### src/rtl/vlsc_pkg.sv
`default_nettype none
// ----------------------------------------------------------------------------
// vlsc_pkg: shared types and constants of the volume label sector checker
// Transaction structs, status codes, label text constants and the bytewise
// CRC-32 step.
// ----------------------------------------------------------------------------
package vlsc_pkg;

    // One sector byte and the sector number that the label has to record.
    typedef struct packed {
        logic [7:0]  data_byte;
        logic [63:0] expected_sector;
    } sector_item_t;

    // One result transaction.
    typedef struct packed {
        logic [2:0]  status;
        logic [2:0]  word_index;
        logic [63:0] word_value;
        logic        last;
    } result_item_t;

    // Status codes.
    localparam logic [2:0] STATUS_OK        = 3'd0;
    localparam logic [2:0] STATUS_MAGIC     = 3'd1;
    localparam logic [2:0] STATUS_TYPE      = 3'd2;
    localparam logic [2:0] STATUS_SECTOR    = 3'd3;
    localparam logic [2:0] STATUS_HDR_OFS   = 3'd4;
    localparam logic [2:0] STATUS_CRC       = 3'd5;
    localparam logic [2:0] STATUS_MISSING   = 3'd6;
    localparam logic [2:0] STATUS_META_SIZE = 3'd7;

    // Result word indexes.
    localparam logic [2:0] WORD_DATA_START = 3'd0;
    localparam logic [2:0] WORD_LAST       = 3'd6;
    localparam int         NUM_WORDS       = 7;

    // Label text, first byte in bits 7:0: "LABELONE" and "LVM2 001".
    localparam logic [63:0] MAGIC_TEXT = 64'h454E_4F4C_4542_414C;
    localparam logic [63:0] TYPE_TEXT  = 64'h3130_3020_324D_564C;

    // Sector layout.
    localparam logic [8:0]  POS_SECTOR_LO = 9'd8;
    localparam logic [8:0]  POS_CRC_LO    = 9'd16;
    localparam logic [8:0]  POS_HDR_LO    = 9'd20;
    localparam logic [8:0]  POS_HDR_HI    = 9'd23;
    localparam logic [8:0]  POS_TYPE_LO   = 9'd24;
    localparam logic [8:0]  POS_BODY      = 9'd32;
    localparam logic [8:0]  POS_LAST      = 9'd511;
    localparam logic [31:0] HDR_OFS_MIN   = 32'd32;
    localparam logic [31:0] HDR_OFS_MAX   = 32'd128;
    localparam logic [8:0]  UUID_BYTES    = 9'd32;
    localparam logic [8:0]  DESC_START    = 9'd40;
    localparam logic [63:0] META_LIMIT    = 64'd1048576;

    // Reflected CRC-32.
    localparam logic [31:0] CRC_POLY = 32'hEDB8_8320;
    localparam logic [31:0] CRC_INIT = 32'hF597_A6CF;

    // Advance the CRC by one byte, least significant bit first.
    function automatic logic [31:0] crc_byte(input logic [31:0] crc, input logic [7:0] b);
        logic [31:0] c;
        c = crc ^ {24'd0, b};
        for (int k = 0; k < 8; k++) begin
            c = c[0] ? (CRC_POLY ^ (c >> 1)) : (c >> 1);
        end
        return c;
    endfunction

endpackage
`default_nettype wire

### src/rtl/volume_label_sector_checker_top.sv
`default_nettype none
// ----------------------------------------------------------------------------
// volume_label_sector_checker_top: physical-volume label checker
// Validates one 512-byte sector streamed a byte at a time and reports the
// data start, the metadata area and the volume uuid, or one error status.
// ----------------------------------------------------------------------------
// The block takes one sector byte per clock cycle; it counts the byte
// position itself, so sector transactions are simply sent in order, 512 to a
// sector. Every byte updates the field captures and the descriptor walk,
// bytes 20 to 511 also update the CRC, and the label is judged in the same
// cycle as byte 511 is taken. The verdict is copied into a result buffer,
// which then delivers either one error transaction or seven word transactions
// (data start, metadata offset, metadata size, uuid words 0 to 3), one per
// cycle unless result_stall holds them, with last set on the final one.
// Meanwhile the next sector streams in freely. The only input stall comes at
// byte 511 when the result buffer still holds the previous sector's results,
// so with the result side taking one transaction per cycle the input runs at
// one byte per cycle without a break. The lowest failing status code wins.
// ----------------------------------------------------------------------------
module volume_label_sector_checker_top (
    input  wire                   clk,
    input  wire                   rst_n,
    input  wire                   sector_valid,
    output logic                  sector_stall,
    input  wire vlsc_pkg::sector_item_t sector,
    output logic                  result_valid,
    input  wire                   result_stall,
    output vlsc_pkg::result_item_t result
);

    // One-hot phase of the descriptor list walk.
    typedef enum logic [2:0] {
        PHASE_DATA = 3'b001,
        PHASE_META = 3'b010,
        PHASE_DONE = 3'b100
    } phase_t;

    // Per-sector state.
    logic [8:0]  pos_reg;
    logic [31:0] crc_reg, crc_next;
    logic [31:0] stored_crc_reg, stored_crc_next;
    logic [2:0]  first_err_reg, first_err_next;
    logic [31:0] hdr_reg, hdr_next;
    logic [63:0] desc_low_reg, desc_low_next;
    logic [63:0] desc_high_reg, desc_high_next;
    phase_t      phase_reg, phase_next;
    logic [63:0] data_start_reg, data_start_next;
    logic [63:0] meta_ofs_reg, meta_ofs_next;
    logic [63:0] meta_size_reg, meta_size_next;
    logic [1:0]  seen_reg, seen_next;
    logic [63:0] uuid_reg [4];

    // Result buffer.
    logic        busy_reg;
    logic [2:0]  res_status_reg;
    logic [2:0]  res_index_reg;
    logic [63:0] res_words_reg [vlsc_pkg::NUM_WORDS];

    logic        in_take;
    logic        out_take;
    logic [7:0]  b;
    logic [2:0]  byte_code;
    logic        hdr_ok;
    logic [8:0]  off;
    logic        body_byte;
    logic        uuid_wr;
    logic        desc_wr;
    logic [8:0]  desc_off;
    logic [3:0]  lane;
    logic        pair_zero;
    logic [2:0]  final_status;
    logic        sector_end;

    assign in_take   = sector_valid && !sector_stall;
    assign out_take  = result_valid && !result_stall;
    assign b         = sector.data_byte;
    assign sector_end = (pos_reg == vlsc_pkg::POS_LAST);

    // Hold off the last byte of a sector while older results still wait.
    assign sector_stall = busy_reg && sector_end;

    // Per-byte checks: the ranges are disjoint, so at most one code a byte.
    always_comb
    begin
        byte_code       = vlsc_pkg::STATUS_OK;
        stored_crc_next = stored_crc_reg;
        hdr_next        = hdr_reg;
        if (pos_reg < vlsc_pkg::POS_SECTOR_LO)
        begin
            if (b != vlsc_pkg::MAGIC_TEXT[{pos_reg[2:0], 3'd0} +: 8])
            begin
                byte_code = vlsc_pkg::STATUS_MAGIC;
            end
        end
        else if (pos_reg < vlsc_pkg::POS_CRC_LO)
        begin
            if (b != sector.expected_sector[{pos_reg[2:0], 3'd0} +: 8])
            begin
                byte_code = vlsc_pkg::STATUS_SECTOR;
            end
        end
        else if (pos_reg < vlsc_pkg::POS_HDR_LO)
        begin
            stored_crc_next[{pos_reg[1:0], 3'd0} +: 8] = b;
        end
        else if (pos_reg < vlsc_pkg::POS_TYPE_LO)
        begin
            hdr_next[{pos_reg[1:0], 3'd0} +: 8] = b;
            if (pos_reg == vlsc_pkg::POS_HDR_HI &&
                (hdr_next < vlsc_pkg::HDR_OFS_MIN || hdr_next > vlsc_pkg::HDR_OFS_MAX))
            begin
                byte_code = vlsc_pkg::STATUS_HDR_OFS;
            end
        end
        else if (pos_reg < vlsc_pkg::POS_BODY)
        begin
            if (b != vlsc_pkg::TYPE_TEXT[{pos_reg[2:0], 3'd0} +: 8])
            begin
                byte_code = vlsc_pkg::STATUS_TYPE;
            end
        end

        if (byte_code != vlsc_pkg::STATUS_OK &&
            (first_err_reg == vlsc_pkg::STATUS_OK || byte_code < first_err_reg))
        begin
            first_err_next = byte_code;
        end
        else
        begin
            first_err_next = first_err_reg;
        end

        crc_next = (pos_reg >= vlsc_pkg::POS_HDR_LO) ? vlsc_pkg::crc_byte(crc_reg, b)
                                                     : crc_reg;
    end

    // Header body: uuid bytes, then descriptor pairs after the device size.
    assign hdr_ok    = (hdr_next >= vlsc_pkg::HDR_OFS_MIN) &&
                       (hdr_next <= vlsc_pkg::HDR_OFS_MAX);
    assign off       = pos_reg - hdr_next[8:0];
    assign body_byte = (pos_reg >= vlsc_pkg::POS_BODY) && hdr_ok &&
                       ({23'd0, pos_reg} >= hdr_next);
    assign uuid_wr   = body_byte && (off < vlsc_pkg::UUID_BYTES);
    assign desc_wr   = body_byte && (off >= vlsc_pkg::DESC_START);
    assign desc_off  = off - vlsc_pkg::DESC_START;
    assign lane      = desc_off[3:0];

    always_comb
    begin
        desc_low_next   = desc_low_reg;
        desc_high_next  = desc_high_reg;
        phase_next      = phase_reg;
        data_start_next = data_start_reg;
        meta_ofs_next   = meta_ofs_reg;
        meta_size_next  = meta_size_reg;
        seen_next       = seen_reg;
        if (desc_wr)
        begin
            if (!lane[3])
            begin
                desc_low_next[{lane[2:0], 3'd0} +: 8] = b;
            end
            else
            begin
                desc_high_next[{lane[2:0], 3'd0} +: 8] = b;
            end
        end
        pair_zero = (desc_low_next == 64'd0) && (desc_high_next == 64'd0);
        // A complete pair either ends the current list or is its entry.
        if (desc_wr && lane == 4'hF)
        begin
            unique case (phase_reg)
                PHASE_DATA:
                begin
                    if (pair_zero)
                    begin
                        phase_next = PHASE_META;
                    end
                    else if (!seen_reg[0])
                    begin
                        data_start_next = desc_low_next;
                        seen_next[0]    = 1'b1;
                    end
                end
                PHASE_META:
                begin
                    if (pair_zero)
                    begin
                        phase_next = PHASE_DONE;
                    end
                    else if (!seen_reg[1])
                    begin
                        meta_ofs_next  = desc_low_next;
                        meta_size_next = desc_high_next;
                        seen_next[1]   = 1'b1;
                    end
                end
                default:
                begin
                    phase_next = phase_reg;
                end
            endcase
        end
    end

    // Verdict at the last byte, lowest code first.
    always_comb
    begin
        priority if (first_err_next != vlsc_pkg::STATUS_OK)
        begin
            final_status = first_err_next;
        end
        else if (crc_next != stored_crc_next)
        begin
            final_status = vlsc_pkg::STATUS_CRC;
        end
        else if (seen_next != 2'b11 || data_start_next == 64'd0 ||
                 meta_ofs_next == 64'd0 || meta_size_next == 64'd0)
        begin
            final_status = vlsc_pkg::STATUS_MISSING;
        end
        else if (meta_size_next > vlsc_pkg::META_LIMIT)
        begin
            final_status = vlsc_pkg::STATUS_META_SIZE;
        end
        else
        begin
            final_status = vlsc_pkg::STATUS_OK;
        end
    end

    // Sector state; every register returns to its start value after byte 511.
    always_ff @(posedge clk or negedge rst_n)
    begin
        if (!rst_n)
        begin
            pos_reg        <= '0;
            crc_reg        <= vlsc_pkg::CRC_INIT;
            stored_crc_reg <= '0;
            first_err_reg  <= vlsc_pkg::STATUS_OK;
            hdr_reg        <= '0;
            desc_low_reg   <= '0;
            desc_high_reg  <= '0;
            phase_reg      <= PHASE_DATA;
            data_start_reg <= '0;
            meta_ofs_reg   <= '0;
            meta_size_reg  <= '0;
            seen_reg       <= '0;
        end
        else if (in_take)
        begin
            if (sector_end)
            begin
                pos_reg        <= '0;
                crc_reg        <= vlsc_pkg::CRC_INIT;
                stored_crc_reg <= '0;
                first_err_reg  <= vlsc_pkg::STATUS_OK;
                hdr_reg        <= '0;
                desc_low_reg   <= '0;
                desc_high_reg  <= '0;
                phase_reg      <= PHASE_DATA;
                data_start_reg <= '0;
                meta_ofs_reg   <= '0;
                meta_size_reg  <= '0;
                seen_reg       <= '0;
            end
            else
            begin
                pos_reg        <= pos_reg + 9'd1;
                crc_reg        <= crc_next;
                stored_crc_reg <= stored_crc_next;
                first_err_reg  <= first_err_next;
                hdr_reg        <= hdr_next;
                desc_low_reg   <= desc_low_next;
                desc_high_reg  <= desc_high_next;
                phase_reg      <= phase_next;
                data_start_reg <= data_start_next;
                meta_ofs_reg   <= meta_ofs_next;
                meta_size_reg  <= meta_size_next;
                seen_reg       <= seen_next;
            end
        end
    end

    // Uuid words keep their contents across sectors.
    always_ff @(posedge clk)
    begin
        if (in_take && uuid_wr)
        begin
            uuid_reg[off[4:3]][{off[2:0], 3'd0} +: 8] <= b;
        end
    end

    // Result buffer control.
    always_ff @(posedge clk or negedge rst_n)
    begin
        if (!rst_n)
        begin
            busy_reg      <= 1'b0;
            res_index_reg <= vlsc_pkg::WORD_DATA_START;
        end
        else if (in_take && sector_end)
        begin
            busy_reg      <= 1'b1;
            res_index_reg <= vlsc_pkg::WORD_DATA_START;
        end
        else if (out_take)
        begin
            if (result.last)
            begin
                busy_reg <= 1'b0;
            end
            else
            begin
                res_index_reg <= res_index_reg + 3'd1;
            end
        end
    end

    // Result buffer payload, loaded with the verdict of the finished sector.
    always_ff @(posedge clk)
    begin
        if (in_take && sector_end)
        begin
            res_status_reg   <= final_status;
            res_words_reg[0] <= data_start_next;
            res_words_reg[1] <= meta_ofs_next;
            res_words_reg[2] <= meta_size_next;
            res_words_reg[3] <= uuid_reg[0];
            res_words_reg[4] <= uuid_reg[1];
            res_words_reg[5] <= uuid_reg[2];
            res_words_reg[6] <= uuid_reg[3];
        end
    end

    // An error verdict is a single transaction with index and value zero.
    assign result_valid      = busy_reg;
    assign result.status     = res_status_reg;
    assign result.word_index = (res_status_reg == vlsc_pkg::STATUS_OK) ? res_index_reg
                                                                      : vlsc_pkg::WORD_DATA_START;
    assign result.word_value = (res_status_reg == vlsc_pkg::STATUS_OK) ?
                               res_words_reg[res_index_reg] : 64'd0;
    assign result.last       = (res_status_reg != vlsc_pkg::STATUS_OK) ||
                               (res_index_reg == vlsc_pkg::WORD_LAST);

endmodule
`default_nettype wire
### config.mk
export PLATFORM = sky130hd
export DESIGN_NAME = volume_label_sector_checker_top
export DESIGN_NICKNAME = d
export VERILOG_FILES = /design/src/rtl/vlsc_pkg.sv /design/src/rtl/volume_label_sector_checker_top.sv
export SDC_FILE = /design/constraint.sdc
export NUM_CORES = 2
export LEC_CHECK = 0
export BUFFER_PORTS_ARGS = -buffer_cell sky130_fd_sc_hd__buf_2
export CAP_MARGIN = 20
export CORE_MARGIN = 3
export CORE_UTILIZATION = 38
export DETAILED_ROUTE_END_ITERATION = 16
export SLEW_MARGIN = 20
export SYNTH_ARGS = -nofsm -noshare
export SYNTH_HDL_FRONTEND = slang
export SYNTH_SLANG_ARGS = --single-unit
### constraint.sdc
create_clock -name clk -period 23.7 [get_ports clk]
set_clock_uncertainty 0.05 [all_clocks]
set_input_delay 4.74 -clock clk [delete_from_list [all_inputs] [get_ports clk]]
set_output_delay 4.74 -clock clk [all_outputs]
set_load 0.005 [all_outputs]
### Yosys cells after proc, flatten, opt, wreduce, memory -nomap -nowiden

Memories as Yosys holds them, arrays and structs flattened.
Index checks and enable logic that the tools add are counted.

* register bits after elaboration: 440
* RAM bits: 704
* output and inout port bits: 73
* word-level logic and storage cells: 194
* memories: 2

* $add $sub $neg: 7
* magnitude comparators: 16
* eq/ne operators: 14
* shift-type cells: 9
* muxes and demuxes: 83
* bitwise operators: 9
* reductions and logical operators: 39

Memory list
* res_words_reg: words 7, width 64, rd ports 1, clocked after Yosys merged registers in 0, wr ports 7, line volume_label_sector_checker_top.sv:57 `logic [63:0] res_words_reg [vlsc_pkg::NUM_WORDS];`
* uuid_reg: words 4, width 64, rd ports 4, clocked after Yosys merged registers in 0, wr ports 1, line volume_label_sector_checker_top.sv:51 `logic [63:0] uuid_reg [4];`

Operators with widths (count)
* 2-to-1 mux 64 bit: 23
* 2-to-1 mux 32 bit: 19
* logical NOT 64 bit: 5
* bitwise mux 64 bit: 2
* variable shift 8 x 8 -> 64 bit (first input constant): 2
* indexed part select 64 x 7 -> 8 bit (first input constant): 2
* indexed part select 8 x 8 -> 64 bit: 2
* NOT 13 -> 14 bit: 8
* bitwise mux 32 bit: 2
* greater-than comparator 64 x 21 -> 1 bit (second input constant): 1
* indexed part select 64 x 7 -> 8 bit: 1
* 2-to-1 mux 3 bit: 19
* greater-or-equal comparator 32 x 6 -> 1 bit (second input constant): 1
* greater-or-equal comparator 9 x 32 -> 1 bit: 1
* greater-than comparator 32 x 8 -> 1 bit (second input constant): 1
* less-or-equal comparator 32 x 8 -> 1 bit (second input constant): 1
* < comparator 32 x 6 -> 1 bit (second input constant): 1
* != test 32 bit: 1
* variable shift 8 x 7 -> 32 bit (first input constant): 1
* indexed part select 8 x 7 -> 32 bit: 1
* XOR 32 x 8 -> 32 bit: 1
* < comparator 9 x 5 -> 1 bit (second input constant): 3
* != test 8 bit: 3
* greater-or-equal comparator 9 x 6 -> 1 bit (second input constant): 2
* other kinds (31): 74

### Depth between registers and ports, before layout

* word-level depth: 26
* gate-level depth with buffers: 31

### Worst setup path after synthesis

No wires, ideal clock.

* path kind: input to register
* start: input port sector_valid
* end: register res_status_reg[0], enable pin
* setup time: 0.603 ns
* arrival time: 10.696 ns
* required time: 23.047 ns
* setup slack: 12.351 ns
* stages: 6
* cell sequence: clkbuf_1 -> clkinv_1 -> nor2_1 -> clkbuf_1 -> nand2_1 -> inv_2

* cells in the longest elaborated chain, start to end: 2

Ends and longest elaborated chain
* start, declared: line volume_label_sector_checker_top.sv:23 `input wire sector_valid,`
* logical AND 1 bit: line volume_label_sector_checker_top.sv:74 `assign in_take = sector_valid && !sector_stall;`
* logical AND 1 bit: line volume_label_sector_checker_top.sv:323 `if (in_take && sector_end)`
* end signal, assigned: line volume_label_sector_checker_top.sv:325 `res_status_reg <= final_status;`
* end, declared: line volume_label_sector_checker_top.sv:55 `logic [2:0] res_status_reg;`

No other way between the ends.
A chain may end at the register's enable or synchronous reset.

### Final worst setup path

* start: input port sector[64] (netlist bit)
* end: register meta_size_reg[59]

* cells in the longest elaborated chain, start to end: 19
* elaborated cells between the ends (all ways): 35
* classes of those cells: add/sub (3); order compare (4); eq/ne (1); shift (3); mux (16); reduce/logical (8)

Ends and longest elaborated chain
* start, declared: line volume_label_sector_checker_top.sv:25 `input wire vlsc_pkg::sector_item_t sector,`
* indexed part select 8 x 7 -> 32 bit: line volume_label_sector_checker_top.sv:108 `hdr_next[{pos_reg[1:0], 3'd0} +: 8] = b;`
* bitwise mux 32 bit: line volume_label_sector_checker_top.sv:108
* 2-to-1 mux 32 bit: line volume_label_sector_checker_top.sv:106 `else if (pos_reg < vlsc_pkg::POS_TYPE_LO)`
* 2-to-1 mux 32 bit: line volume_label_sector_checker_top.sv:102 `else if (pos_reg < vlsc_pkg::POS_HDR_LO)`
* 2-to-1 mux 32 bit: line volume_label_sector_checker_top.sv:95 `else if (pos_reg < vlsc_pkg::POS_CRC_LO)`
* 2-to-1 mux 32 bit: line volume_label_sector_checker_top.sv:88 `if (pos_reg < vlsc_pkg::POS_SECTOR_LO)`
* subtractor 9 bit: line volume_label_sector_checker_top.sv:140 `assign off = pos_reg - hdr_next[8:0];`
* subtractor 4 bit: line volume_label_sector_checker_top.sv:145 `assign desc_off = off - vlsc_pkg::DESC_START;`
* [4 not listed]
* 2-to-1 mux 64 bit: line volume_label_sector_checker_top.sv:157 `if (desc_wr)`
* logical NOT 64 bit: line volume_label_sector_checker_top.sv:168 `pair_zero = (desc_low_next == 64'd0) && (desc_high_next == 64'd0);`
* logical AND 1 bit: line volume_label_sector_checker_top.sv:168
* 2-to-1 mux 64 bit: line volume_label_sector_checker_top.sv:187 `if (pair_zero)`
* 2-to-1 mux 64 bit: line volume_label_sector_checker_top.sv:172 `unique case (phase_reg)`
* 2-to-1 mux 64 bit *: line volume_label_sector_checker_top.sv:170 `if (desc_wr && lane == 4'hF)`
* net meta_size_next[59]: line volume_label_sector_checker_top.sv:49 `logic [63:0] meta_size_reg, meta_size_next;`
* 2-to-1 mux 64 bit *: line volume_label_sector_checker_top.sv:252 `if (sector_end)`
* end signal, assigned: line volume_label_sector_checker_top.sv:279 `meta_size_reg <= meta_size_next;`
* end, declared: line volume_label_sector_checker_top.sv:49

Mark *: on every way through the listed nets, which the timed path passes. The rest lies on a longest branch.

==> impl_metrics.toml <==
[pwr]
vdd_drop_max_v = 0.000121
p_per_area_nw_per_um2 = 90.9
leakagePower_nw = 22.3

[synth]
yosysWarnings = 0
synthArstFlopShare_pct = 38.2
synth_edf_count = 707
synth_area_sq_um = 51200
synthCells = 4116
yosys_register_bits = 1144
syn_avg_cell_area_sq_um = 12.4
yosysSeqAreaShare_pct = 62.9
ys.flop_type = "edfxtp_1"
synth.distinct_cells = 94
synthesis.nets = 4218

[final_layout]
fin_util_pct = 43.0
fillCellCount = 12251
nets = 4268
largest_register_ffs = 448
drive_above_1_share_pct = 13.4
syn_to_final_growth_pct = 12.3

[route]
vias_per_cell = 5.71
drtIter0Drc = 3657
wirelength_mm = 152
drt_pass1_iterations = 6
drc = 0
drt.antenna.violating_nets = 0
wl_per_cell_um = 25.2
vias = 34507

[place]
numPortBuffers = 148
dp.final_hpwl_mm = 102
gp_congestion = 0.961

[clock_network]
cts.path.max_buffers = 3
cts_buffers = 116
cts.reportedPaths.clkPinSlew_ns = 0.06
clkLatencyLatePin_ns = 0.74
ctsHoldBuffers = 0
cts.sinks = 1144
cts_tree = "done"
root_buffer = "clkbuf_16"
post_cts_resized = 0
htree_levels = 3
post_cts_buffers = 0

[timing]
rsz0062_at_grt = "no"
max_slew_margin_pct = 21.6
worst_slew_pin_slew_ns = 1.17
setup_viol = 0
maxSlewViolCount = 0
tns_ns = 0
hold_violations = 0
clock.fmax_ghz = 0.0792
post-route-min-period_ns = 12.62
final.period_utilization_pct = 53.3

[worst_setup_path]
crit_arrival_ns = 13.18
slowest_stage = "buf_4"
slowest_delay_ns = 0.74
cp_max_fo = 76
worstSetupPathType = "primary input to register"
path_cells = "buf_2 -> or3b_2 -> o21ai_0 -> ha_1 -> inv_1 -> fa_1 -> inv_1 -> ha_1 -> ha_1 -> buf_4 -> nand2_1 -> or2_2 -> nor3_1 -> nand3_1 -> mux2i_1 -> nand4_1 -> or4_4 -> nor2_4 -> a2111o_2 -> buf_4 -> buf_4 -> mux2_2 -> a22o_1"
crit_buf_inv = 6
cp-end-kind = "register"
cp.required_ns = 24.25
critPathLaunchType = "primary input"
cp_top_family = "simple AND/OR/NAND/NOR gates"

[floorplanning]
initial_core_util_pct = 38.3
die_w_um = 373
die_h_um = 373
core_area_sq_um = 134000
die_area_sq_um = 139000
ioPinCount = 149
rows = 134

[global_route]
grt_pass1_vias = 33529
antenna_found_initial = 2
grt-ovfl-total = 0
grt_pass1_wl_mm = 226
grt_util_all_layers_pct = 21.5
grt_max_degree = 165

[min_path]
hold_class = "register to register"

[run_status]
status = "completed"

[run]
maxCapViolCount = 0
metal layers:
metal  GRT usage, %  routed length [um]  vias up  part of all wire, %
li1               -                   -    15491                    -
met1           28.8               63100    17289                   41
met2           34.0               70800     1412                   46
met3           3.96               11300      315                  7.4
met4           9.87                7130        0                  4.7
met5              0                   0        -                    0
cells by family after synthesis:
group           count (synthesis)  share of synthesized area, %
simple gates                 1198                          11.1
flops                        1144                          62.9
compound gates                972                          12.2
mux                           337                          8.58
buf+inv                       316                          2.54
xor+xnor                      123                          2.10
fa+ha+maj                      26                         0.650
final timing paths:
kind | slack (ns) | cells past startpoint | endpoint | from
max | 11.08 | 23 | meta_size_reg[59]$_DFFE_PN0P_ | sector[64]
min | 0.36 | 0 | res_words_reg[4][60]$_DFFE_PP_ | uuid_reg[1][60]$_DFFE_PP_
max reg2reg | 13.73 | 24 | meta_size_reg[59]$_DFFE_PN0P_ | pos_reg[1]$_DFFE_PN0P_
min reg2reg | 0.36 | 0 | res_words_reg[4][60]$_DFFE_PP_ | uuid_reg[1][60]$_DFFE_PP_
max in group asynchronous | 17.88 | 2 | res_index_reg[1]$_DFFE_PN0P_ | rst_n
min in group asynchronous | 4.05 | 1 | crc_reg[14]$_DFFE_PN0P_ | rst_n
cells in the mapped netlist, drive strengths merged, types with 10 or more instances:
cell	instances	area (sq um)
mux2i	239	2390
or3	14	87.6
a21oi	130	651
and2	58	363
buf	82	423
nand4	33	228
edfxtp	707	21200
nand2	523	1960
or4	16	124
clkbuf	200	751
a32o	24	240
inv	33	124
nand3b	10	75.1
ha	25	313
xnor2	79	692
dfrtp	415	10400
nor2	268	1010
a22o	220	1930
a22oi	48	360
nor4	82	583
nand3	33	180
o21ai	458	2290
nor2b	25	156
nor3	53	282
dfstp	22	578
mux4	80	1800
nand2b	12	75.1
and3	29	181
or2	11	68.8
mux2	18	203
xor2	44	385
report_power, final:
group	internal, mW	switching [mW]	total [mW]	leakage, nW
registers	2.19	0.0417	2.23	12.8
logic	0.391	0.747	1.14	7.63
clock network	1.07	0.786	1.86	1.88
area by class of cell:
type                            count  area, sq um  area share (%)
Sequential cell                  1144        32200            56.0
Multi-Input combinational cell   2656        17800            31.0
Clock buffer                      151         3170            5.51
Tap cell                         1768         2210            3.85
Timing Repair Buffer              214         1260            2.19
Clock inverter                     71          696            1.21
Inverter                           34          138           0.239
Antenna cell                        1         2.50         0.00435
layout by cell type, fill, tap and decap left out, drive strengths merged, types with 53 or more instances in the layout:
master,synthesis,routed
a21oi,130,130
a22o,220,220
and2,58,58
buf,82,214
clkbuf,200,151
dfrtp,415,415
edfxtp,707,707
mux2i,239,239
mux4,80,80
nand2,523,523
nor2,268,268
nor3,53,53
nor4,82,82
o21ai,458,458
xnor2,79,79
metrics by stage:
stage	worst slack (ns)	hold WS, ns	power, mW	cells	instance area (sq um)
after floorplan	12.35	0.350	3.05	4116	51200
after global placement	10.41	0.350	3.39	5815	53600
after detailed placement	10.18	0.355	3.39	5816	53600
after CTS	10.93	0.361	5.25	6038	57500
after global routing	10.61	0.364	5.44	6038	57500
final	11.08	0.361	5.23	6039	57500
Note: power is estimated with default switching activity, not from simulation.
